File: config.mk
export PLATFORM = sky130hd
export DESIGN_NAME = downmix_linear_resampler
export DESIGN_NICKNAME = d
export VERILOG_FILES = /design/src/rtl/core/dmlr_pkg.sv /design/src/rtl/core/downmix_linear_resampler.sv /design/src/rtl/core/dmlr_ctrl.sv /design/src/rtl/core/dmlr_datapath.sv
export SDC_FILE = /design/constraint.sdc
export NUM_CORES = 1
export LEC_CHECK = 0
export ABC_AREA = 0
export BUFFER_PORTS_ARGS = -buffer_cell sky130_fd_sc_hd__buf_4
export CAP_MARGIN = 25
export CORE_ASPECT_RATIO = 0.6
export CORE_MARGIN = 1
export CORE_UTILIZATION = 40
export CTS_CLUSTER_DIAMETER = 50
export DETAILED_ROUTE_END_ITERATION = 8
export SYNTH_ARGS = -nofsm -noshare
export SYNTH_HDL_FRONTEND = slang
export SYNTH_SLANG_ARGS = --single-unit
export TNS_END_PERCENT = 20
File: constraint.sdc
create_clock -name clk -period 12.75 [get_ports clk]
set_input_delay 1.275 -clock clk [delete_from_list [all_inputs] [get_ports clk]]
set_output_delay 1.275 -clock clk [all_outputs]
set_load 0.01 [all_outputs]
File: src/rtl/core/dmlr_pkg.sv
// ----------------------------------------------------------------------------
// dmlr_pkg
// Shared types and constants for the downmix and linear resampler.
// ----------------------------------------------------------------------------
package dmlr_pkg;

  localparam int SAMPLE_W     = 16;
  localparam int FRAC_BITS    = 16;
  localparam int MAX_UPSAMPLE = 8;
  localparam int STEP_W       = 20;
  localparam int SRC_W        = 3;
  localparam int CHOICE_W     = 3;
  localparam int CFG_IDX_W    = 2;
  localparam int CFG_DATA_W   = STEP_W;

  // phase may exceed the step width by one bit before the interval wrap
  localparam int PHASE_W = STEP_W + 1;
  localparam int CNT_W   = $clog2(MAX_UPSAMPLE + 1);
  localparam int DIFF_W  = SAMPLE_W + 1;
  localparam int PROD_W  = DIFF_W + FRAC_BITS + 1;
  localparam int ACC_W   = PROD_W + 1;

  // register indexes
  localparam logic [CFG_IDX_W-1:0] REG_SOURCE_CHANNELS = 2'd0;
  localparam logic [CFG_IDX_W-1:0] REG_CHANNEL_CHOICE  = 2'd1;
  localparam logic [CFG_IDX_W-1:0] REG_BYPASS_RESAMPLE = 2'd2;
  localparam logic [CFG_IDX_W-1:0] REG_PHASE_STEP      = 2'd3;

  // register reset values
  localparam logic [SRC_W-1:0]    RST_SOURCE_CHANNELS = 3'd2;
  localparam logic [CHOICE_W-1:0] RST_CHANNEL_CHOICE  = 3'd0;
  localparam logic                RST_BYPASS_RESAMPLE = 1'b1;
  localparam logic [STEP_W-1:0]   RST_PHASE_STEP      = 20'd65537;

  // channel counts and choices
  localparam logic [SRC_W-1:0]    SRC_TWO    = 3'd2;
  localparam logic [SRC_W-1:0]    SRC_FOUR   = 3'd4;
  localparam logic [CHOICE_W-1:0] CHOICE_CH1 = 3'd1;
  localparam logic [CHOICE_W-1:0] CHOICE_CH2 = 3'd2;
  localparam logic [CHOICE_W-1:0] CHOICE_CH3 = 3'd3;
  localparam logic [CHOICE_W-1:0] CHOICE_CH4 = 3'd4;

  typedef enum logic [2:0] {
    ST_IDLE,
    ST_DECIDE,
    ST_PASS,
    ST_MUL,
    ST_EMIT,
    ST_FINISH
  } state_t;

  // controller to datapath
  typedef struct packed {
    logic load;    // capture the mono sample of the accepted word
    logic prime;   // first sample only loads prev
    logic mul;     // register the interpolation product
    logic emit;    // write one interpolated word, advance phase
    logic pass;    // write the mono sample straight through
    logic finish;  // wrap phase into the next interval, shift prev
  } dp_cmd_t;

  // datapath to controller
  typedef struct packed {
    logic bypass;
    logic primed;
    logic in_range;  // phase below one sample
    logic last;      // word being emitted ends the run
    logic out_free;  // output register can take a word
  } dp_status_t;

endpackage

File: src/rtl/core/downmix_linear_resampler.sv
// ----------------------------------------------------------------------------
// downmix_linear_resampler
// Mono downmix of a four-channel frame followed by a linear-interpolation
// sample rate converter with a fixed-point phase accumulator.
// ----------------------------------------------------------------------------
//   channel  | handshake            | payload
//   ---------+----------------------+-------------------------------
//   input    | in_valid / in_ready  | ch0, ch1, ch2, ch3
//   output   | out_valid / out_ready| out_sample, last_of_run
//   config   | cfg_valid / cfg_ready| cfg_index, cfg_data
//
// a frame is captured in ST_IDLE and classified in ST_DECIDE; a priming frame ends there
// bypass adds ST_PASS for the pass-through word
// each interpolated word goes through ST_MUL (product register), then ST_EMIT (the add and shift),
// and ST_FINISH wraps the phase once the run ends
// reset restores the register defaults and clears phase and priming
// a stalled output holds the sequencer; the next frame is taken while the last word waits
// ----------------------------------------------------------------------------
module downmix_linear_resampler
  import dmlr_pkg::*;
(
  input  logic                         clk,
  input  logic                         rst,
  input  logic                         in_valid,
  output logic                         in_ready,
  input  logic signed [SAMPLE_W-1:0]   ch0,
  input  logic signed [SAMPLE_W-1:0]   ch1,
  input  logic signed [SAMPLE_W-1:0]   ch2,
  input  logic signed [SAMPLE_W-1:0]   ch3,
  output logic                         out_valid,
  input  logic                         out_ready,
  output logic signed [SAMPLE_W-1:0]   out_sample,
  output logic                         last_of_run,
  input  logic                         cfg_valid,
  output logic                         cfg_ready,
  input  logic [CFG_IDX_W-1:0]         cfg_index,
  input  logic [CFG_DATA_W-1:0]        cfg_data
);

  dp_cmd_t    cmd;
  dp_status_t status;

  assign cfg_ready = 1'b1;

  dmlr_ctrl u_ctrl (
    .clk      (clk),
    .rst      (rst),
    .in_valid (in_valid),
    .in_ready (in_ready),
    .status   (status),
    .cmd      (cmd)
  );

  dmlr_datapath u_datapath (
    .clk         (clk),
    .rst         (rst),
    .cfg_we      (cfg_valid && cfg_ready),
    .cfg_index   (cfg_index),
    .cfg_data    (cfg_data),
    .ch0         (ch0),
    .ch1         (ch1),
    .ch2         (ch2),
    .ch3         (ch3),
    .cmd         (cmd),
    .status      (status),
    .out_valid   (out_valid),
    .out_ready   (out_ready),
    .out_sample  (out_sample),
    .last_of_run (last_of_run)
  );

endmodule

File: src/rtl/core/dmlr_ctrl.sv
// ----------------------------------------------------------------------------
// dmlr_ctrl
// Sequencer for one input frame: prime, bypass, interpolation run or a frame with no word.
// ----------------------------------------------------------------------------
module dmlr_ctrl
  import dmlr_pkg::*;
(
  input  logic       clk,
  input  logic       rst,
  input  logic       in_valid,
  output logic       in_ready,
  input  dp_status_t status,
  output dp_cmd_t    cmd
);

  state_t state;
  state_t state_next;

  always_ff @(posedge clk) begin
    if (rst) begin
      state <= ST_IDLE;
    end else begin
      state <= state_next;
    end
  end

  always_comb begin
    state_next = state;
    cmd        = '0;
    in_ready   = 1'b0;
    unique case (state)
      ST_IDLE: begin
        in_ready = 1'b1;
        if (in_valid) begin
          cmd.load   = 1'b1;
          state_next = ST_DECIDE;
        end
      end
      ST_DECIDE: begin
        priority if (status.bypass) begin
          state_next = ST_PASS;
        end else if (!status.primed) begin
          cmd.prime  = 1'b1;
          state_next = ST_IDLE;
        end else if (status.in_range) begin
          state_next = ST_MUL;
        end else begin
          // downsampling: no word for this frame
          state_next = ST_FINISH;
        end
      end
      ST_PASS: begin
        if (status.out_free) begin
          cmd.pass   = 1'b1;
          state_next = ST_IDLE;
        end
      end
      ST_MUL: begin
        cmd.mul    = 1'b1;
        state_next = ST_EMIT;
      end
      ST_EMIT: begin
        if (status.out_free) begin
          cmd.emit   = 1'b1;
          state_next = status.last ? ST_FINISH : ST_MUL;
        end
      end
      ST_FINISH: begin
        cmd.finish = 1'b1;
        state_next = ST_IDLE;
      end
      default: begin
        state_next = ST_IDLE;
      end
    endcase
  end

endmodule

File: src/rtl/core/dmlr_datapath.sv
// ----------------------------------------------------------------------------
// dmlr_datapath
// Config registers, channel select, phase accumulator, interpolator and
// output register.
// ----------------------------------------------------------------------------
module dmlr_datapath
  import dmlr_pkg::*;
(
  input  logic                         clk,
  input  logic                         rst,
  input  logic                         cfg_we,
  input  logic [CFG_IDX_W-1:0]         cfg_index,
  input  logic [CFG_DATA_W-1:0]        cfg_data,
  input  logic signed [SAMPLE_W-1:0]   ch0,
  input  logic signed [SAMPLE_W-1:0]   ch1,
  input  logic signed [SAMPLE_W-1:0]   ch2,
  input  logic signed [SAMPLE_W-1:0]   ch3,
  input  dp_cmd_t                      cmd,
  output dp_status_t                   status,
  output logic                         out_valid,
  input  logic                         out_ready,
  output logic signed [SAMPLE_W-1:0]   out_sample,
  output logic                         last_of_run
);

  localparam logic [PHASE_W-1:0] PHASE_ONE = PHASE_W'(1) << FRAC_BITS;

  logic [SRC_W-1:0]           source_channels;
  logic [CHOICE_W-1:0]        channel_choice;
  logic                       bypass_resample;
  logic [STEP_W-1:0]          phase_step;

  logic signed [SAMPLE_W-1:0] cur;
  logic signed [SAMPLE_W-1:0] prev_sample;
  logic [PHASE_W-1:0]         phase;
  logic                       primed;
  logic [CNT_W-1:0]           cnt;
  logic signed [PROD_W-1:0]   prod;

  logic signed [SAMPLE_W:0]   pair_sum;
  logic signed [SAMPLE_W:0]   pair_adj;
  logic signed [SAMPLE_W-1:0] avg;
  logic signed [SAMPLE_W-1:0] mono;
  logic signed [DIFF_W-1:0]   diff;
  logic signed [DIFF_W-1:0]   frac;
  logic signed [ACC_W-1:0]    acc;
  logic                       round_up;
  logic signed [SAMPLE_W-1:0] interp;
  logic [PHASE_W-1:0]         phase_adv;
  logic [CNT_W-1:0]           cnt_inc;
  logic                       out_free;

  // configuration
  always_ff @(posedge clk) begin
    if (rst) begin
      source_channels <= RST_SOURCE_CHANNELS;
      channel_choice  <= RST_CHANNEL_CHOICE;
      bypass_resample <= RST_BYPASS_RESAMPLE;
      phase_step      <= RST_PHASE_STEP;
    end else if (cfg_we) begin
      unique case (cfg_index)
        REG_SOURCE_CHANNELS: source_channels <= cfg_data[SRC_W-1:0];
        REG_CHANNEL_CHOICE:  channel_choice  <= cfg_data[CHOICE_W-1:0];
        REG_BYPASS_RESAMPLE: bypass_resample <= cfg_data[0];
        REG_PHASE_STEP:      phase_step      <= cfg_data[STEP_W-1:0];
        default: ;
      endcase
    end
  end

  // average of the first pair, truncated toward zero
  assign pair_sum = {ch0[SAMPLE_W-1], ch0} + {ch1[SAMPLE_W-1], ch1};
  assign pair_adj = pair_sum + {{SAMPLE_W{1'b0}}, (pair_sum[SAMPLE_W] & pair_sum[0])};
  assign avg      = pair_adj[SAMPLE_W:1];

  always_comb begin
    mono = avg;
    if (source_channels == SRC_TWO) begin
      if (channel_choice == CHOICE_CH1) begin
        mono = ch0;
      end else if (channel_choice == CHOICE_CH2) begin
        mono = ch1;
      end
    end else if (source_channels == SRC_FOUR) begin
      if (channel_choice == CHOICE_CH1) begin
        mono = ch0;
      end else if (channel_choice == CHOICE_CH2) begin
        mono = ch1;
      end else if (channel_choice == CHOICE_CH3) begin
        mono = ch2;
      end else if (channel_choice == CHOICE_CH4) begin
        mono = ch3;
      end
    end else begin
      mono = ch0;
    end
  end

  // interpolation
  assign diff = {prev_sample[SAMPLE_W-1], prev_sample} - {cur[SAMPLE_W-1], cur};
  assign frac = {1'b0, phase[FRAC_BITS-1:0]};
  assign acc  = {prod[PROD_W-1], prod}
              + {{(ACC_W-SAMPLE_W-FRAC_BITS){cur[SAMPLE_W-1]}}, cur, {FRAC_BITS{1'b0}}};
  // arithmetic shift floors, so bump negative values with a fraction
  assign round_up = acc[ACC_W-1] & (|acc[FRAC_BITS-1:0]);
  assign interp   = acc[FRAC_BITS+SAMPLE_W-1:FRAC_BITS]
                  + {{(SAMPLE_W-1){1'b0}}, round_up};

  assign phase_adv = phase + {1'b0, phase_step};
  assign cnt_inc   = cnt + CNT_W'(1);
  assign out_free  = !out_valid || out_ready;

  always_ff @(posedge clk) begin
    if (cmd.load) begin
      cur <= mono;
    end
    if (cmd.mul) begin
      prod <= diff * frac;
    end
    if (cmd.prime || cmd.finish) begin
      prev_sample <= cur;
    end
  end

  always_ff @(posedge clk) begin
    if (rst) begin
      phase  <= '0;
      primed <= 1'b0;
      cnt    <= '0;
    end else begin
      if (cfg_we && (cfg_index == REG_BYPASS_RESAMPLE || cfg_index == REG_PHASE_STEP)) begin
        phase  <= '0;
        primed <= 1'b0;
      end else begin
        if (cmd.prime) begin
          primed <= 1'b1;
        end
        if (cmd.emit) begin
          phase <= phase_adv;
        end else if (cmd.finish) begin
          // positions dropped at the cap restart the next interval at zero
          phase <= status.in_range ? '0 : phase - PHASE_ONE;
        end
      end
      if (cmd.emit) begin
        cnt <= cnt_inc;
      end else if (cmd.finish) begin
        cnt <= '0;
      end
    end
  end

  // output register
  always_ff @(posedge clk) begin
    if (rst) begin
      out_valid <= 1'b0;
    end else if (cmd.emit || cmd.pass) begin
      out_valid <= 1'b1;
    end else if (out_ready) begin
      out_valid <= 1'b0;
    end
  end

  always_ff @(posedge clk) begin
    if (cmd.emit) begin
      out_sample  <= interp;
      last_of_run <= status.last;
    end else if (cmd.pass) begin
      out_sample  <= cur;
      last_of_run <= 1'b1;
    end
  end

  always_comb begin
    status          = '0;
    status.bypass   = bypass_resample;
    status.primed   = primed;
    status.in_range = (phase[PHASE_W-1:FRAC_BITS] == '0);
    status.last     = (cnt_inc == CNT_W'(MAX_UPSAMPLE))
                   || (phase_adv[PHASE_W-1:FRAC_BITS] != '0);
    status.out_free = out_free;
  end

  a_cnt_cap: assert property (@(posedge clk) disable iff (rst)
    cnt <= CNT_W'(MAX_UPSAMPLE))
    else $error("run count above cap");

  a_emit_free: assert property (@(posedge clk) disable iff (rst)
    (cmd.emit || cmd.pass) |-> out_free)
    else $error("word written over a pending output");

  a_emit_in_range: assert property (@(posedge clk) disable iff (rst)
    cmd.emit |-> status.in_range)
    else $error("interpolation with phase beyond the interval");

  a_finish_wrap: assert property (@(posedge clk) disable iff (rst)
    cmd.finish |=> !phase[PHASE_W-1])
    else $error("phase not wrapped after run");

  a_last_flag: assert property (@(posedge clk) disable iff (rst)
    (cmd.emit && status.last) |=> (out_valid && last_of_run))
    else $error("final word of run not flagged");

endmodule

==> results by group <==
STA
  • FMAX: 105.9 MHz
  • Clock Skews: 0.01654 ns
  • Final hold vios: 0
  • Fin crit period: about 9.4 ns
  • Slew Viols, Final: 0
  • Least-Margin Pin Slew: 1.186 ns
  • RSZ-0062 raised after global routing: no
  • Setup Viol. Count Final: 0
  • Final setup TNS: 0 ns
  • Relative slew slack: 0.2085
  • Tcrit/Tclk final: 0.7403
  • Hold WS: around 0.46 ns

Setup path
  • Worst path arrival time: slightly below 10 ns
  • Worst Path Required: about 13 ns
  • CP max stage cell: o41ai_2
  • Critical path endpoint category: register
  • Max incr delay on CP: around 0.63 ns
  • CP Max Fanout: 20
  • Top cell by count, worst path: fa_1
  • Critical path type: register to register
  • Startpoint Class: register

GRT
  • Number of global-route vias before repair: between 15,000 and 20,000
  • Initial antenna violation count: 0
  • Largest net degree at the start of global routing: 35
  • Global-route wire length before repair: between 80,000 and 90,000 um
  • GRT Resource Usage Total: 0.2172
  • Grt total ovfl: 0

Die
  • Core box area: 49,660 um2
  • Standard-cell rows: 63
  • Chip Height: 176.3 um
  • Die Area: slightly above 50,000 um2
  • Ports: ~110
  • DIE WIDTH: 292.5 um
  • Initial core utilization: 0.4078

Finish
  • NumNets Final: ~2,900
  • Filler instances: between 4,000 and 5,000
  • Layout cells sized above 1: 0.09106
  • Final core utilization: 0.4511
  • Layout Area Growth over Synthesis: 10.61%

Synthesis
  • Post-synth EDFFs: 83
  • Async SR Flop Fraction: 0
  • Synthesized Nets: 2,792
  • Mean post-synth cell area: about 9.0 um2
  • Post-synthesis cell count: about 2,300
  • Area of the mapped netlist: approximately 20,000 um2
  • Prevailing post-synth register cell: edfxtp_1
  • Register area share after synthesis: 0.1794
  • Yosys warns: 0
  • Yosys cell types: 84
  • Yosys reg bits: 140

Drt
  • Wire length per cell: between 15 and 20 um
  • First drt pass iteration count: 5
  • Vias/cell: between 5 and 6
  • DRC violations left: 0
  • Iter 0 DRT Violations: about 1,100
  • DRT antenna net count: 0
  • Wirelength, routed: 53,780 um
  • Via count: 15,820

Placed design
  • Routability-driven placement congestion ratio: 0.9279
  • Final HPWL DP: 43,850 um
  • PortBufs: between 100 and 150

Power
  • Pwr dens: between 60 and 70 nW/um2
  • Switching share of power: 0.3781
  • Internal: 0.0009222 W
  • Worst VDD drop: between 0.09 and 0.1 mV
  • P_leak: around 11 nW
  • Logic pwr share: 0.318
  • Clock power frac: 0.330
  • Sequential Power Share: 0.351
  • Sw Pwr: between 0.0005 and 0.0006 W

Outcome
  • Outcome: completed

CTS
  • Number of setup buffers added after CTS: 0
  • CTS resizes: 0
  • Worst-Skew Late Latency: 0.44 ns
  • H-tree levels: 4
  • Reg clk slew, reported paths: 0.08 ns
  • Clock Path Buffers: 2
  • CTS tree: built
  • CTS Root Cell: clkbuf_16
  • CTS Sinks: 140
  • # hold bufs at CTS: 0
  • CTS Buf Count: 17

Min path
  • Hold Path Class: register to register

Run
  • Max Cap Viol: 0
[sequential cells by signal, summed over array words and instances (netlist names)]
register	count
u_datapath.prod	34
u_datapath.phase	21
u_datapath.phase_step	20
u_datapath.cur	16
u_datapath.out_sample	16
u_datapath.prev_sample	16
u_datapath.cnt	4
u_ctrl.state	3
u_datapath.channel_choice	3
u_datapath.source_channels	3
u_datapath.bypass_resample	1
u_datapath.last_of_run	1
u_datapath.out_valid	1
u_datapath.primed	1
[cell families after synthesis]
| group | after synthesis | share of synthesized area |
|---|---|---|
| other cells | 1 | 0.0001852 |
| mux | 9 | 0.004448 |
| fa+ha+maj | 445 | 0.3769 |
| buf+inv | 463 | 0.08724 |
| flops | 140 | 0.1794 |
| simple gates | 695 | 0.1662 |
| compound gates | 388 | 0.1330 |
| xor+xnor | 121 | 0.05270 |
[cells in the final DEF, fill, tap and decap left out, types with 57 or more instances in the layout]
cell and instances:
a21oi_1 101, nand2_1 271, edfxtp_1 83, fa_1 277, ha_1 162, nor2_1 112
inv_1 380, buf_4 137, dfxtp_1 57, and2_1 118, xnor2_1 83
[cells in the mapped netlist, drive strengths merged (13+ instances only)]
| master | instances | share of area |
|---|---|---|
| nand2b | 23 | 0.0071 |
| xnor2 | 85 | 0.037 |
| nand3 | 29 | 0.0074 |
| o22ai | 13 | 0.0040 |
| nor2b | 41 | 0.013 |
| edfxtp | 83 | 0.12 |
| o21ai | 72 | 0.018 |
| fa | 277 | 0.27 |
| a21o | 45 | 0.017 |
| a21oi | 104 | 0.026 |
| clkbuf | 71 | 0.013 |
| nand2 | 271 | 0.050 |
| ha | 162 | 0.10 |
| inv | 380 | 0.070 |
| xor2 | 36 | 0.016 |
| nor2 | 115 | 0.021 |
| and3 | 16 | 0.0049 |
| a221oi | 14 | 0.0067 |
| o21a | 15 | 0.0056 |
| nor3 | 32 | 0.0079 |
| a22oi | 22 | 0.0084 |
| and2 | 118 | 0.036 |
| dfxtp | 57 | 0.056 |
[area by class of cell]
class                   count  area [um2]  share of cell area
flip-flops and latches    140        3633              0.1622
well taps                 650       813.3             0.03631
repair buffers            139        1071             0.04781
diodes                      1       2.502           0.0001117
clock buffers              17       425.4             0.01899
inverters                 380        1426             0.06368
clock inverters            15       145.1            0.006479
multi-input cells        1659       14880              0.6644
[worst paths after layout]
kind / slack (ns) / cells after the start / from / end
max: 3.31 / 31 / u_datapath.cur[0] / u_datapath.prod[30]
min: 0.46 / 2 / u_datapath.phase_step[6] / u_datapath.phase_step[6]
max reg2reg: 3.31 / 31 / u_datapath.cur[0] / u_datapath.prod[30]
min reg2reg: 0.46 / 2 / u_datapath.phase_step[6] / u_datapath.phase_step[6]
[power groups by stage]
stage               clock network, W  registers (W)  logic (W)
finish                      0.000490       0.000521   0.000472
detailed placement                 0       0.000531   0.000462
global placement                   0       0.000530   0.000455
CTS                         0.000496       0.000521   0.000464
floorplan                          0       0.000523   0.000285
global route                0.000515       0.000523   0.000512
[metrics by stage]
step | instance area, um2 | total power, W | std cells | setup WS (ns)
6_report | 22400 | 0.001483 | 3001 | 3.311
5_1_grt | 22400 | 0.001551 | 3000 | 2.761
4_1_cts | 22360 | 0.001481 | 2998 | 3.368
3_5_place_dp | 21780 | 0.0009926 | 2966 | 3.423
3_3_place_gp | 21780 | 0.0009858 | 2966 | 3.513
2_1_floorplan | 20250 | 0.0008080 | 2262 | 4.562
[metal layers]
layer	vias to the layer above	track usage	wire length (um)
li1	7505	-	-
met1	7836	0.3455	28010
met2	435	0.3094	21670
met3	42	0.03424	3471
met4	0	0.03469	629
met5	-	0	0
[critical path, delay by kind of cell (launching register included)]
family	cells	cell delay, ns
XOR/XNOR	1	0.13
adder cells (fa/ha/maj)	9	4.15
AO/OA/AOI/OAI	13	3.42
AND/OR/NAND/NOR	4	0.83
flip-flops	1	0.44
buffers and inverters	4	0.20
Note: power is estimated with default switching activity, not from simulation.
